**config.mk**
```make
export PLATFORM = sky130hd
export DESIGN_NAME = rbf_window
export DESIGN_NICKNAME = d
export VERILOG_FILES = /design/src/hdl/rbf_pkg.sv /design/src/hdl/rbf_window.sv
export SDC_FILE = /design/constraint.sdc
export NUM_CORES = 1
export LEC_CHECK = 0
export BUFFER_PORTS_ARGS = -buffer_cell sky130_fd_sc_hd__buf_4
export CAP_MARGIN = 15
export CORE_UTILIZATION = 40
export DETAILED_ROUTE_END_ITERATION = 7
export PLACE_DENSITY = 0.66
export SLEW_MARGIN = 20
export SYNTH_ARGS = -nofsm -noshare
export SYNTH_HDL_FRONTEND = slang
export SYNTH_SLANG_ARGS = --single-unit
```
**constraint.sdc**
```tcl
create_clock -name aclk -period 1.2 [get_ports aclk]
set_input_delay 0.06 -clock aclk [delete_from_list [all_inputs] [get_ports aclk]]
set_output_delay 0.06 -clock aclk [all_outputs]
set_load 0.05 [all_outputs]
```
**src/hdl/rbf_pkg.sv**
```systemverilog
package rbf_pkg;

    // Configuration register indexes
    localparam logic [1:0] REG_IMAGE_WIDTH  = 2'd0;
    localparam logic [1:0] REG_IMAGE_HEIGHT = 2'd1;

    localparam logic [12:0] WIDTH_RESET  = 13'd640;
    localparam logic [15:0] HEIGHT_RESET = 16'd480;
    localparam int          MIN_SIDE     = 3;

    localparam int KERNEL_SIZE = 3;
    localparam int WIN_TAPS    = KERNEL_SIZE * KERNEL_SIZE;

    // Result queue
    localparam int FIFO_DEPTH = 8;
    localparam int FIFO_AW    = $clog2(FIFO_DEPTH);

    typedef logic [23:0] rbf_pixel_t;              // {red, green, blue}
    typedef rbf_pixel_t [WIN_TAPS-1:0] rbf_window_t;
    typedef logic [4:0] rbf_term_t;

    // Control carried alongside an item through the pipeline
    typedef struct packed {
        logic emit;
        logic frame_end;
    } rbf_tag_t;

    typedef struct packed {
        logic [7:0] red;
        logic [7:0] green;
        logic [7:0] blue;
        logic       frame_end;
    } rbf_result_t;

    // Rounded v/9 as (v + 4) / 9, by reciprocal: floor(x * 57 / 512) is exact for x < 260
    function automatic rbf_term_t div9_round(input logic [7:0] v);
        logic [8:0]  x;
        logic [14:0] p;
        begin
            x = {1'b0, v} + 9'd4;
            p = 15'(x) * 15'd57;
            return p[13:9];
        end
    endfunction

endpackage

```
**src/hdl/rbf_window.sv**
```systemverilog
module rbf_window (
    input  logic                aclk,
    input  logic                aresetn,
    input  logic                shift_en,
    input  rbf_pkg::rbf_pixel_t top_px,
    input  rbf_pkg::rbf_pixel_t mid_px,
    input  rbf_pkg::rbf_pixel_t bot_px,
    output rbf_pkg::rbf_window_t win
);

    rbf_pkg::rbf_window_t win_reg;
    rbf_pkg::rbf_window_t win_next;

    // Shift left, newest column enters on the right
    always_comb begin
        win_next = win_reg;
        if (shift_en) begin
            for (int r = 0; r < rbf_pkg::KERNEL_SIZE; r++) begin
                win_next[r*3 + 0] = win_reg[r*3 + 1];
                win_next[r*3 + 1] = win_reg[r*3 + 2];
            end
            win_next[2] = top_px;
            win_next[5] = mid_px;
            win_next[8] = bot_px;
        end
    end

    always_ff @(posedge aclk) begin
        if (!aresetn) begin
            win_reg <= '0;
        end else begin
            win_reg <= win_next;
        end
    end

    assign win = win_reg;

endmodule

```
==> results.ini <==
[synthesis]
ys_ff_latch = 216
synth_compound_area_share_pct = 0
synth_top_area_share_pct = 52.9
synth_fp_nets = 771
synth_area_leaders = dfxtp_1, mux2i_1, nor2b_1
syn_area_mm2 = 0.00817
yosys.area.top_type = dfxtp_1
synth_cells = 696
muxShareOfSynthArea_pct = 26.5
yosysWarnings = 0
yosys.area_share.adder_pct = 0
synth-xor-area-share_pct = 0
synth_simple_gate_area_share_pct = 16.5
synth_cell_types = 7
synth_top_family_by_area = multiplexers
avgSynthCellArea_um2 = 11.7
ys_seq_area_share_pct = 52.9

[detailed_routing]
routed_wl_mm = 19.7
drc = 0
drt_iter0_markers = 144
post_drt_wl_per_cell_um = 14.7
via_per_inst = 4.46
drtAntennaViolNets = 0
vias = 5984
dr.pass1.iters = 4

[placed_design]
placed_cells = 1224
place_congestion = 0.752
placed_cell_area_mm2 = 0.0106
pre_cts_ws_ns = 0.225
hpwlAfterDp_mm = 13.2
port_buffers = 290

[die]
pin_count = 291
core_area_mm2 = 0.0197
dieArea_mm2 = 0.0210
rows = 51
die_x_um = 145
initial_utilization_pct = 41.4
dieHeight_um = 145

[layout]
n_fill_cell = 1622
n_antenna_cell = 0
final_util_pct = 62.2
largest_reg_flops = 216
final_area_mm2 = 0.0123
mostFrequentLayoutCell = buf_4
layout.cells.non_filler = 1343
drive_above_1_share_pct = 32.8
layout_common_cells = buf_4, mux2i_1, nor2b_1
syn2layout_area_growth_pct = 50.0
layout.nets = 1137

[worst_hold_path]
hold_class = primary input to flop
hold_start = shift_en

[sta]
maxSlewViolCount = 0
rsz0062_at_grt = no
final-hold-violation-count = 0
totalNegativeSetupSlack_ns = 0
holdWs_ns = 0.0593
maxSlewHeadroom_pct = 74.3
finalWorstSetupSlack_ns = 0.0334
fmax_mhz = 857
finalSetupViolCount = 0
fin_crit_ns = 1.17
timing.final.crit_share_pct = 97.2
finalClockSkew_ns = 0.00689
tightest_slew_ns = 0.385

[worst_setup_path]
worst-endpoint-required_ns = 1.58
setup.worst_path.start_class = flop
crit_arrival_ns = 1.55
r2r_start = win[194]
crit_start = win[194]
path_max_fanout = 3
cp-end-kind = flop
crit_type = flop to flop

[grt]
antenna_found_initial = 0
grt_overflow = 0
grt_max_degree = 73
grt_pass1_vias = 5971
grt_usage_pct = 18.3
grt_pass1_wl_mm = 31.8

[pwr]
p_leak_nw = 5.69
vdd_drop_max_v = 0.00116
power_mw = 17.4
powerDensity_mw_per_mm2 = 1420

[status]
status = finished, final reports clean

[clocking]
clockBufferDepth = 3
numCtsBuffers = 24
clock-root-buffer = clkbuf_16
clock_latency_ns = 0.50
clkSinkCount = 216
clkTransAtPathRegs_ns = 0.06
tritoncts = yes
htreeDepth = 1

[run]
maxCapViolations = 0

-- area by class of cell --
type                    count  area (um^2)  share of cell area (%)
well taps                 265          332                    2.70
repair buffers            388         3330                    27.2
clock buffers              36          697                    5.68
clock inverters             6         57.6                   0.469
multi-input cells         432         3510                    28.7
flip-flops and latches    216         4330                    35.3
-- where the power goes --
part	total [mW]	switching [mW]	leakage (nW)	internal, mW
registers	7.66	0.215	1.76	7.45
clock network	6.96	2.75	0.369	4.20
logic	2.75	1.57	3.55	1.18
-- synth_stat cells (all sizes together) --
cell type  instances
clkbuf            22
mux2i            216
dfxtp            216
buf               26
nor2b            216
-- path summary, 6_finish.rpt --
path	to	slack [ns]	depth (start not counted)
worst max-delay path	win[194]	0.03	3
worst min-delay path	win[42]	0.06	4
worst max register to register	win[194]	0.03	3
worst min register to register	win[78]	0.51	2
-- layer usage --
layer / share of wire, % / vias to the layer above / GRT usage [%]
li1: - / 3033 / -
met1: 42 / 2720 / 22.1
met2: 48 / 201 / 30.6
met3: 8.1 / 30 / 6.19
met4: 2.0 / 0 / 5.27
met5: 0 / - / 0
-- worst max-delay path: stages (launching register included) --
cell and delay (ns):
dfxtp_2 0.33, mux2i_1 0.12, nor2b_1 0.06, dlygate4sd3_1 0.55
-- what timing repair did --
action	CTS	global route
pin swaps	0	0
gates resized for setup	5	25
endpoints found under the hold margin	78	0
buffers inserted	0	1
hold buffers	80	0
endpoints found under the setup margin	4	26
-- cell families (layout without fill, tap and decap cells) --
group / after synthesis / after routing
buffers and inverters: 48 / 430
DFF: 216 / 216
muxes: 216 / 216
and+or+nand+nor: 216 / 216
(Power assumes the default switching activity.)
