<file path="config.mk">
export PLATFORM = sky130hd
export DESIGN_NAME = rbf_mean
export DESIGN_NICKNAME = d
export VERILOG_FILES = /design/src/hdl/rbf_pkg.sv /design/src/hdl/rbf_mean.sv
export SDC_FILE = /design/constraint.sdc
export NUM_CORES = 2
export LEC_CHECK = 0
export BUFFER_PORTS_ARGS = -buffer_cell sky130_fd_sc_hd__clkbuf_2
export CAP_MARGIN = 30
export CORE_UTILIZATION = 45
export CTS_CLUSTER_DIAMETER = 60
export DETAILED_ROUTE_END_ITERATION = 16
export HOLD_SLACK_MARGIN = 0.02
export PLACE_DENSITY_LB_ADDON = 0.08
export RECOVER_POWER = 25
export SYNTH_ARGS = -nofsm -noshare
export SYNTH_HDL_FRONTEND = slang
export SYNTH_SLANG_ARGS = --single-unit
</file>
<file path="constraint.sdc">
create_clock -name aclk -period 5.42 [get_ports aclk]
set_input_delay 1.626 -clock aclk [delete_from_list [all_inputs] [get_ports aclk]]
set_output_delay 1.626 -clock aclk [all_outputs]
set_load 0.005 [all_outputs]
</file>
<file path="src/hdl/rbf_pkg.sv">
package rbf_pkg;

    // Configuration register indexes
    localparam logic [1:0] REG_IMAGE_WIDTH  = 2'd0;
    localparam logic [1:0] REG_IMAGE_HEIGHT = 2'd1;

    localparam logic [12:0] WIDTH_RESET  = 13'd640;
    localparam logic [15:0] HEIGHT_RESET = 16'd480;
    localparam int          MIN_SIDE     = 3;

    localparam int KERNEL_SIZE = 3;
    localparam int WIN_TAPS    = KERNEL_SIZE * KERNEL_SIZE;

    // Result queue
    localparam int FIFO_DEPTH = 8;
    localparam int FIFO_AW    = $clog2(FIFO_DEPTH);

    typedef logic [23:0] rbf_pixel_t;              // {red, green, blue}
    typedef rbf_pixel_t [WIN_TAPS-1:0] rbf_window_t;
    typedef logic [4:0] rbf_term_t;

    // Control carried alongside an item through the pipeline
    typedef struct packed {
        logic emit;
        logic frame_end;
    } rbf_tag_t;

    typedef struct packed {
        logic [7:0] red;
        logic [7:0] green;
        logic [7:0] blue;
        logic       frame_end;
    } rbf_result_t;

    // Rounded v/9 as (v + 4) / 9, by reciprocal: floor(x * 57 / 512) is exact for x < 260
    function automatic rbf_term_t div9_round(input logic [7:0] v);
        logic [8:0]  x;
        logic [14:0] p;
        begin
            x = {1'b0, v} + 9'd4;
            p = 15'(x) * 15'd57;
            return p[13:9];
        end
    endfunction

endpackage

</file>
<file path="src/hdl/rbf_mean.sv">
module rbf_mean (
    input  logic                 aclk,
    input  logic                 load,
    input  rbf_pkg::rbf_window_t win,
    output logic [7:0]           red_sum,
    output logic [7:0]           green_sum,
    output logic [7:0]           blue_sum
);

    rbf_pkg::rbf_term_t red_term_reg   [rbf_pkg::WIN_TAPS];
    rbf_pkg::rbf_term_t green_term_reg [rbf_pkg::WIN_TAPS];
    rbf_pkg::rbf_term_t blue_term_reg  [rbf_pkg::WIN_TAPS];

    // Register the rounded ninths, then add them up in the next cycle
    always_ff @(posedge aclk) begin
        if (load) begin
            for (int k = 0; k < rbf_pkg::WIN_TAPS; k++) begin
                red_term_reg[k]   <= rbf_pkg::div9_round(win[k][23:16]);
                green_term_reg[k] <= rbf_pkg::div9_round(win[k][15:8]);
                blue_term_reg[k]  <= rbf_pkg::div9_round(win[k][7:0]);
            end
        end
    end

    // Nine terms of at most 28 each: the sum fits in eight bits
    always_comb begin
        red_sum   = '0;
        green_sum = '0;
        blue_sum  = '0;
        for (int k = 0; k < rbf_pkg::WIN_TAPS; k++) begin
            red_sum   = red_sum   + 8'(red_term_reg[k]);
            green_sum = green_sum + 8'(green_term_reg[k]);
            blue_sum  = blue_sum  + 8'(blue_term_reg[k]);
        end
    end

endmodule

</file>
==> key figures <==
STA
  • Setup repair after global routing missed its margin: true
  • Final-report hold violation count: 0
  • Final setup violation count: 13
  • Measured slew at the worst slew-check pin: 2240 ps
  • Ratio of final minimum period to clock period: 105%
  • Highest Clock Rate: 0.176 GHz
  • Min cycle time layout: 5690 ps
  • Number of slew-limit violations in the final report: 81
  • Headroom to the max-slew limit: -49.4%
  • Final critical-path setup slack: -275 ps

Yosys
  • Number of synthesized flops with an enable pin: 135
  • Top area cells in the synthesized netlist: ha_1, fa_1, edfxtp_1, inv_1, xnor2_1
  • Flop and latch count out of synthesis: 135
  • Synth cell types: 55
  • Area share of the largest cell type after synthesis: 27.9%
  • Dominant cell by count in the synthesized netlist: ha_1
  • Yosys warns: 0
  • Synth area leader: ha_1
  • Number of standard cells after synthesis: 2822
  • Post-synth net total: 4060
  • Main synth FF type: edfxtp_1
  • Post-synthesis area per instance: 10.4 um2
  • Sequential cell area fraction in the yosys report: 13.9%
  • Netlist area before placement: 29200 um2
  • Commonest cells post-synth: ha_1, inv_1, fa_1, xnor2_1, edfxtp_1
  • Asr flop ratio synth: 0%

Final layout
  • Number of nets in the layout: 4427
  • Layout fillers: 5882
  • Sequential cell area: 4050 um2
  • Area overhead of the layout relative to synthesis: 13.3%
  • Final core utilization: 51.5%
  • Fraction of final layout cells with drive strength greater than 1: 14.6%
  • Area occupied by multi-input gates: 22900 um2

Global route
  • Congestion Overflow GR: 0
  • Largest net degree at the start of global routing: 81
  • Wire length of the first global-routing pass: 99.5 mm
  • Total global routing track utilization: 18.1%
  • Number of global-route vias before repair: 21733
  • Number of antenna violations at the first check in global routing: 7

Run status
  • Run status: finished with violations
  • Violated checks: capacitance limit, slew limit, setup timing

Setup path
  • Cell-by-cell listing of the critical path: fa_1, fa_1, fa_1, inv_2, fa_1, inv_1, ha_1, a21o_1, a21oi_2, o21bai_1, a21oi_2, xnor2_1, buf_2
  • Critical path data required time: 3790 ps
  • Critical Path Source Type: flop
  • Highest net fanout along the worst path: 2
  • Most common cell on crit path: fa_1
  • Signal arrival time at the worst endpoint: 4070 ps
  • Highest-delay cell along the critical path: fa_1
  • Category of the worst setup path capture point: primary output
  • Largest stage delay, worst path: 570 ps
  • Critical path class: reg2out

Clock network
  • Buffer levels on the longest clock path: 2
  • Root buffer cell: clkbuf_16
  • Total CTS buffers: 17
  • Clock tree from TritonCTS: done
  • CTS sink cnt: 135
  • Clock-pin slew on the worst setup and hold paths: 70 ps
  • Cts-stage hold buffer count: 0
  • Depth of the CTS H-tree: 4

Placed design
  • Pre-CTS WS: -108 ps
  • Estimated wirelength of the detail-placed design: 50.3 mm
  • Port Buffer Count: 241
  • Final GP Congestion: 0.842

Floorplanning
  • Boundary Pins: 242
  • Horizontal extent of the die: 257 um
  • Die ar.: 66000 um2
  • Initial standard-cell utilization of the core: 45.4%
  • Row Count: 93
  • Placeable core area: 64300 um2
  • Die height: 257 um

Detailed routing
  • First-pass iteration count of the detailed router: 5
  • Average via count per standard cell: 4.85
  • Antenna Nets Post-Route: 0
  • Drt first-iter violations: 541
  • Total detailed-routing wirelength: 55.0 mm
  • Drt drc: 0
  • Routed wire per std cell: 13.6 um
  • Via count: 19695

Hold path
  • Hold EP: blue_term_reg[0][5]
  • Hold Crit Depth: 4
  • Worst hold path startpoint: win[24]
  • Class of the worst hold path: in2reg

Flow run
  • MaxCap Viol Count: 1
==> stage by stage <==
step                hold WS, ps  TNS [ps]  std cells  cell area (um2)
floorplan                  1740         0       2822            29200
global placement           2220      -253       4024            32300
detailed placement         2230      -316       4024            32300
CTS                        1760     -3650       4058            33100
global route               1830     -4750       4061            33100
finish                     1810     -2030       4062            33100
==> cell type report <==
cell class	instances	share of cell area (%)
diodes	5	0.0378
clock buffers	17	1.28
clock inverters	15	0.567
inverters	646	7.32
multi-input cells	2039	69.2
flip-flops and latches	135	12.2
well taps	855	3.23
repair buffers	350	6.15
==> kinds of logic after synthesis <==
logic type | share of synthesized area [%]
buffers and inverters | 8.32
AOI/OAI and AO/OA | 6.28
muxes | 0.874
and+or+nand+nor | 6.40
adders and majority gates | 53.2
xor gates and xnor gates | 11.1
DFF | 13.9
==> placed cells by master (no fill, tap or decap), drive strengths merged, types with 5 or more instances in the layout <==
cell    count
buf       120
mux2i      21
a211oi     13
o21ai      51
fa        369
o21bai     22
o31ai       5
xnor2     270
diode       5
a21o       28
o22ai      11
a221oi     15
clkbuf    247
or2        11
o21a        9
nand4      24
nor2b      18
nand3     126
inv       653
and3       39
nor3       13
o311a       5
a31oi       6
a41o        5
a21oi      73
ha        651
nand2      43
xor2      100
nor2       56
and4       12
edfxtp    135
==> worst max path at each step <==
stage | depth (start not counted) | to | startpoint
3_3_place_gp | 15 | blue_sum[7] | blue_term_reg[0][3]
2_1_floorplan | 14 | red_sum[7] | red_term_reg[0][3]
6_report | 13 | green_sum[7] | green_term_reg[0][8]
3_5_place_dp | 15 | red_sum[7] | red_term_reg[0][3]
4_1_cts | 13 | blue_sum[6] | blue_term_reg[1][2]
5_1_grt | 13 | green_sum[7] | green_term_reg[0][8]
==> critical path, delay by kind of cell, from the launching register on <==
family                     cells  cell delay, ps
buffers and inverters          3             220
AOI/OAI and AO/OA              4             530
xor gates and xnor gates       1             120
DFF                            1             400
adders and majority gates      5            2380
==> layer usage <==
| layer | wire [um] | track usage [%] | vias up |
|---|---|---|---|
| met4 | 586 | 2.98 | 4 |
| met3 | 1520 | 2.63 | 33 |
| met5 | 27 | 0 | - |
| met1 | 25200 | 23.4 | 9422 |
| met2 | 27700 | 32.2 | 186 |
| li1 | - | - | 10050 |
==> what timing repair did <==
item | in CTS | in global routing
setup buffers | 5 | 2
resized for setup | 33 | 37
setup endpoints to repair | 15 | 15
endpoints found under the hold margin | 0 | 0
pin swaps | 60 | 25
Power is left out: the tool's default activity adds up to more than one toggle a clock period on the data nets, which glitch-free logic cannot reach.
