### src/hdl/rbf_pkg.sv
package rbf_pkg;

    // Configuration register indexes
    localparam logic [1:0] REG_IMAGE_WIDTH  = 2'd0;
    localparam logic [1:0] REG_IMAGE_HEIGHT = 2'd1;

    localparam logic [12:0] WIDTH_RESET  = 13'd640;
    localparam logic [15:0] HEIGHT_RESET = 16'd480;
    localparam int          MIN_SIDE     = 3;

    localparam int KERNEL_SIZE = 3;
    localparam int WIN_TAPS    = KERNEL_SIZE * KERNEL_SIZE;

    // Result queue
    localparam int FIFO_DEPTH = 8;
    localparam int FIFO_AW    = $clog2(FIFO_DEPTH);

    typedef logic [23:0] rbf_pixel_t;              // {red, green, blue}
    typedef rbf_pixel_t [WIN_TAPS-1:0] rbf_window_t;
    typedef logic [4:0] rbf_term_t;

    // Control carried alongside an item through the pipeline
    typedef struct packed {
        logic emit;
        logic frame_end;
    } rbf_tag_t;

    typedef struct packed {
        logic [7:0] red;
        logic [7:0] green;
        logic [7:0] blue;
        logic       frame_end;
    } rbf_result_t;

    // Rounded v/9 as (v + 4) / 9, by reciprocal: floor(x * 57 / 512) is exact for x < 260
    function automatic rbf_term_t div9_round(input logic [7:0] v);
        logic [8:0]  x;
        logic [14:0] p;
        begin
            x = {1'b0, v} + 9'd4;
            p = 15'(x) * 15'd57;
            return p[13:9];
        end
    endfunction

endpackage

### src/hdl/rbf_out_fifo.sv
module rbf_out_fifo (
    input  logic                  aclk,
    input  logic                  aresetn,
    input  logic                  push,
    input  rbf_pkg::rbf_result_t  push_data,
    input  logic                  pop,
    output rbf_pkg::rbf_result_t  head,
    output logic                  not_empty,
    output logic [rbf_pkg::FIFO_AW:0] count
);

    rbf_pkg::rbf_result_t          buf_mem [rbf_pkg::FIFO_DEPTH];
    logic [rbf_pkg::FIFO_AW-1:0]   wr_ptr_reg, wr_ptr_next;
    logic [rbf_pkg::FIFO_AW-1:0]   rd_ptr_reg, rd_ptr_next;
    logic [rbf_pkg::FIFO_AW:0]     count_reg, count_next;
    logic                          do_pop;

    assign do_pop = pop && (count_reg != '0);

    always_comb begin
        wr_ptr_next = push   ? wr_ptr_reg + 1'b1 : wr_ptr_reg;
        rd_ptr_next = do_pop ? rd_ptr_reg + 1'b1 : rd_ptr_reg;
        count_next  = count_reg;
        if (push && !do_pop) begin
            count_next = count_reg + 1'b1;
        end else if (!push && do_pop) begin
            count_next = count_reg - 1'b1;
        end
    end

    always_ff @(posedge aclk) begin
        if (!aresetn) begin
            wr_ptr_reg <= '0;
            rd_ptr_reg <= '0;
            count_reg  <= '0;
        end else begin
            wr_ptr_reg <= wr_ptr_next;
            rd_ptr_reg <= rd_ptr_next;
            count_reg  <= count_next;
        end
    end

    always_ff @(posedge aclk) begin
        if (push) begin
            buf_mem[wr_ptr_reg] <= push_data;
        end
    end

    assign head      = buf_mem[rd_ptr_reg];
    assign not_empty = (count_reg != '0);
    assign count     = count_reg;

endmodule

### config.mk
export PLATFORM = sky130hd
export DESIGN_NAME = rbf_out_fifo
export DESIGN_NICKNAME = d
export VERILOG_FILES = /design/src/hdl/rbf_pkg.sv /design/src/hdl/rbf_out_fifo.sv
export SDC_FILE = /design/constraint.sdc
export NUM_CORES = 1
export LEC_CHECK = 0
export BUFFER_PORTS_ARGS = -buffer_cell sky130_fd_sc_hd__buf_2
export CORE_MARGIN = 2
export CORE_UTILIZATION = 50
export DETAILED_ROUTE_END_ITERATION = 8
export GPL_ROUTABILITY_DRIVEN = 0
export PLACE_DENSITY_LB_ADDON = 0.05
export SETUP_SLACK_MARGIN = 0.15
export SLEW_MARGIN = 15
export SYNTH_ARGS = -nofsm -noshare
export SYNTH_HDL_FRONTEND = slang
export SYNTH_SLANG_ARGS = --single-unit
### constraint.sdc
create_clock -name aclk -period 2.5 [get_ports aclk]
set_input_delay 0.375 -clock aclk [delete_from_list [all_inputs] [get_ports aclk]]
set_output_delay 0.375 -clock aclk [all_outputs]
set_load 0.01 [all_outputs]
==> flow_summary.toml <==
[pwr]
power.share.combinational_pct = 27.1
p_switching_uw = 2396
share_seq_of_total_power_pct = 42.4
p_leak_uw = 0.003338
internal_power_uw = 7382
p_per_area_nw_per_um2 = 980.0
largest_vdd_supply_drop_v = 0.0006198
clock_power_share_pct = 30.6
p_sw_share_pct = 24.51
totalPowerFinal_uw = 9778

[timing]
fin_worst_hold_slack_ns = 0.1473
timing.final.crit_share_pct = 100.5
clock-skew-final_ns = 0.004970
final-setup-viol-count = 7
timing.final.crit_period_ns = 2.511
final.setup.worst_slack_ns = -0.01138
tightest_slew_ns = 0.5784
setup-tns-final_ns = -0.03576
slew_viol_final = 0
unrepaired_setup_endpoints_after_global_routing = "yes"
timing.final.hold_violations = 0
fmax_mhz = 398.2
max_slew_headroom_at_the_worst_pin_pct = 61.44

[detailed_routing]
routed_wire_length_per_instance_um = 23.91
num_vias = 3801
drt-total-wl_um = 16420
wirelength_met1_um = 6975
final_antenna_net_count = 0
route.met2.wl_um = 8483
firstDrtPassIters = 4
drtIter0Drc = 271
drt_drc_violations_left = 0
topRoutingLayerUsed = "met5"
wl_met3_um = 690
routed_via_density = 5.533

[finish]
final_cell_area_um2 = 9977
area_growth_syn_to_layout_pct = 19.59
instances_no_fill = 687
largest_register_ffs = 200
layout-drive-gt1-share_pct = 41.76
nNetsFinal = 490
antennaDiodeCount = 0

[worst_setup_path]
crit_type = "reg -> out"
cp_required_ns = 2.12
cpPeakStageDelay_ns = 0.55
critical_path_arrival_ns = 2.14
critical_path.max_fanout = 6
crit_path_cell_trace = "buf_4 > buf_12 > mux4_1 > mux2_2 > buf_2"
setup.worst_path.start_class = "flop"
end_kind = "primary output"
critical_path.slowest_cell = "mux4_1"
worstPathBufferInverterCount = 3
cp_delay_by_family_top = "multiplexers"

[logic_synthesis]
synth.distinct_cells = 27
synthArstFlopShare_pct = 0
synthesis.area_per_instance_um2 = 23.24
ys_warn_count = 0
synth_sequential_area_ratio_pct = 75.10
ys.flop_type = "edfxtp_1"
synthesis.area_um2 = 8343
synth-edff-count = 200
synthesis.instances = 359
yosys_register_bits = 213
syn-num-nets = 394

[die]
floorplan.initialDensity_pct = 50.67
design.die.area_um2 = 17740
floorplan.io_pins = 59
die_w_um = 133.2
floorplan.die.height_um = 133.2
core_area_um2 = 16470
placementRows = 47

[global_route]
antenna_found_initial = 2
grt.overflow.total = 0
grt_overall_usage_pct = 19.25
first_global_vias = 4154
pin_count_of_the_biggest_net_entering_global_routing = 28
first_pass_grt_wire_length_um = 25300

[placed_design]
dp_cells = 641
detailed_place_hpwl_um = 8578
post_dp_cell_area_um2 = 9032
numPortBuffers = 58

[clock_network]
htreeDepth = 1
cts_tree = "done"
cts.sinks = 213
clk_transition_reported_paths_ns = 0.06
holdBufCountCts = 0
tritoncts.num_buffers = 22
clk_path_buf_depth = 3
cts_root_buf = "clkbuf_16"
clk-insertion-delay-late_ns = 0.49

[run]
cap_violations = 0

[worst_hold_path]
hold_class = "in -> reg"

[run_status]
failed_checks = "setup timing"
outcome = "complete, but fails checks"
[cells by family after synthesis]
logic type | count (synthesis) | share of synthesized area, %
AOI/OAI and AO/OA | 5 | 0.3749
xor gates and xnor gates | 6 | 0.6299
adders and majority gates | 6 | 0.9898
buffers and inverters | 18 | 1.380
DFF | 213 | 75.10
muxes | 78 | 19.48
and+or+nand+nor | 33 | 2.040
[worst register-to-register path, stage by stage, from the launching register on]
cell and delay, ns:
dfxtp_2 0.35, or4_4 0.58, nand2_2 0.12, ha_2 0.20, inv_2 0.07, fa_1 0.40
xnor2_1 0.18, o21ai_0 0.08, and2_1 0.15
[final timing paths]
| path | slack, ns | depth (start not counted) | endpoint | from |
|---|---|---|---|---|
| worst min-delay path | 0.15 | 1 | buf_mem[0][6] | push_data[6] |
| worst min register to register | 0.50 | 2 | count[3] | count[3] |
| worst max register to register | 0.27 | 8 | count[2] | count[1] |
| worst max-delay path | -0.01 | 5 | head[6] | flop |
[cell type report]
class | instances | area, um^2
clock buffers | 27 | 590.6
clock inverters | 9 | 61.31
fillers | 1214 | 6489
inverters | 1 | 3.754
multi-input cells | 128 | 1954
flip-flops and latches | 213 | 6274
well taps | 220 | 275.3
repair buffers | 89 | 818.3
[power by group through the flow]
| stage | clock network [uW] | logic, uW | registers, uW |
|---|---|---|---|
| after detailed placement | 0 | 1860 | 4210 |
| after global placement | 0 | 1820 | 4190 |
| after CTS | 3070 | 2610 | 4140 |
| final | 2990 | 2650 | 4140 |
| after floorplan | 0 | 1330 | 4190 |
| after global routing | 3200 | 2840 | 4160 |
[cell usage after synthesis, drive strengths merged, types with 2 or more instances]
cell    number  area [um^2]
mux2        25        281.5
nand3        3        15.01
xnor2        5        43.79
dfxtp       13        260.3
nand2b       4        25.02
mux2i        3        30.03
edfxtp     200         6006
mux4        50         1314
nor2         7        26.28
ha           5        62.56
clkbuf       4        15.01
buf         13        96.34
nor2b        2        12.51
nand2        7        26.28
nor3         2        10.01
and2         7        43.79
[cell usage in the layout (no fill, tap or decap), types with 6 or more instances in the layout]
master	count
and2_1	7
buf_2	38
buf_4	20
buf_6	20
clkbuf_16	23
clkinv_1	7
dfxtp_1	9
edfxtp_1	200
mux2_2	9
mux2_4	16
mux4_1	13
mux4_2	37
nand2_1	6
nor2_2	6
[per-stage QoR]
step	setup slack, ns	util [%]
5_1_grt	-0.07868	60.59
3_3_place_gp	0.1592	54.86
2_1_floorplan	0.1916	-
3_5_place_dp	0.09777	54.86
4_1_cts	-0.03077	60.31
6_report	-0.01138	60.59
[repair_timing]
action | 4_1_cts | 5_1_grt
setup buffers | 5 | 0
cloned | 5 | 0
gates resized for setup | 77 | 14
setup endpoints to repair | 26 | 27
[routing by layer]
layer	vias to the layer above	GRT usage, %
li1	1693	-
met1	2006	25.24
met2	69	34.14
met3	29	3.425
met4	4	4.196
met5	-	0
Power figures use the tool's default switching activity.
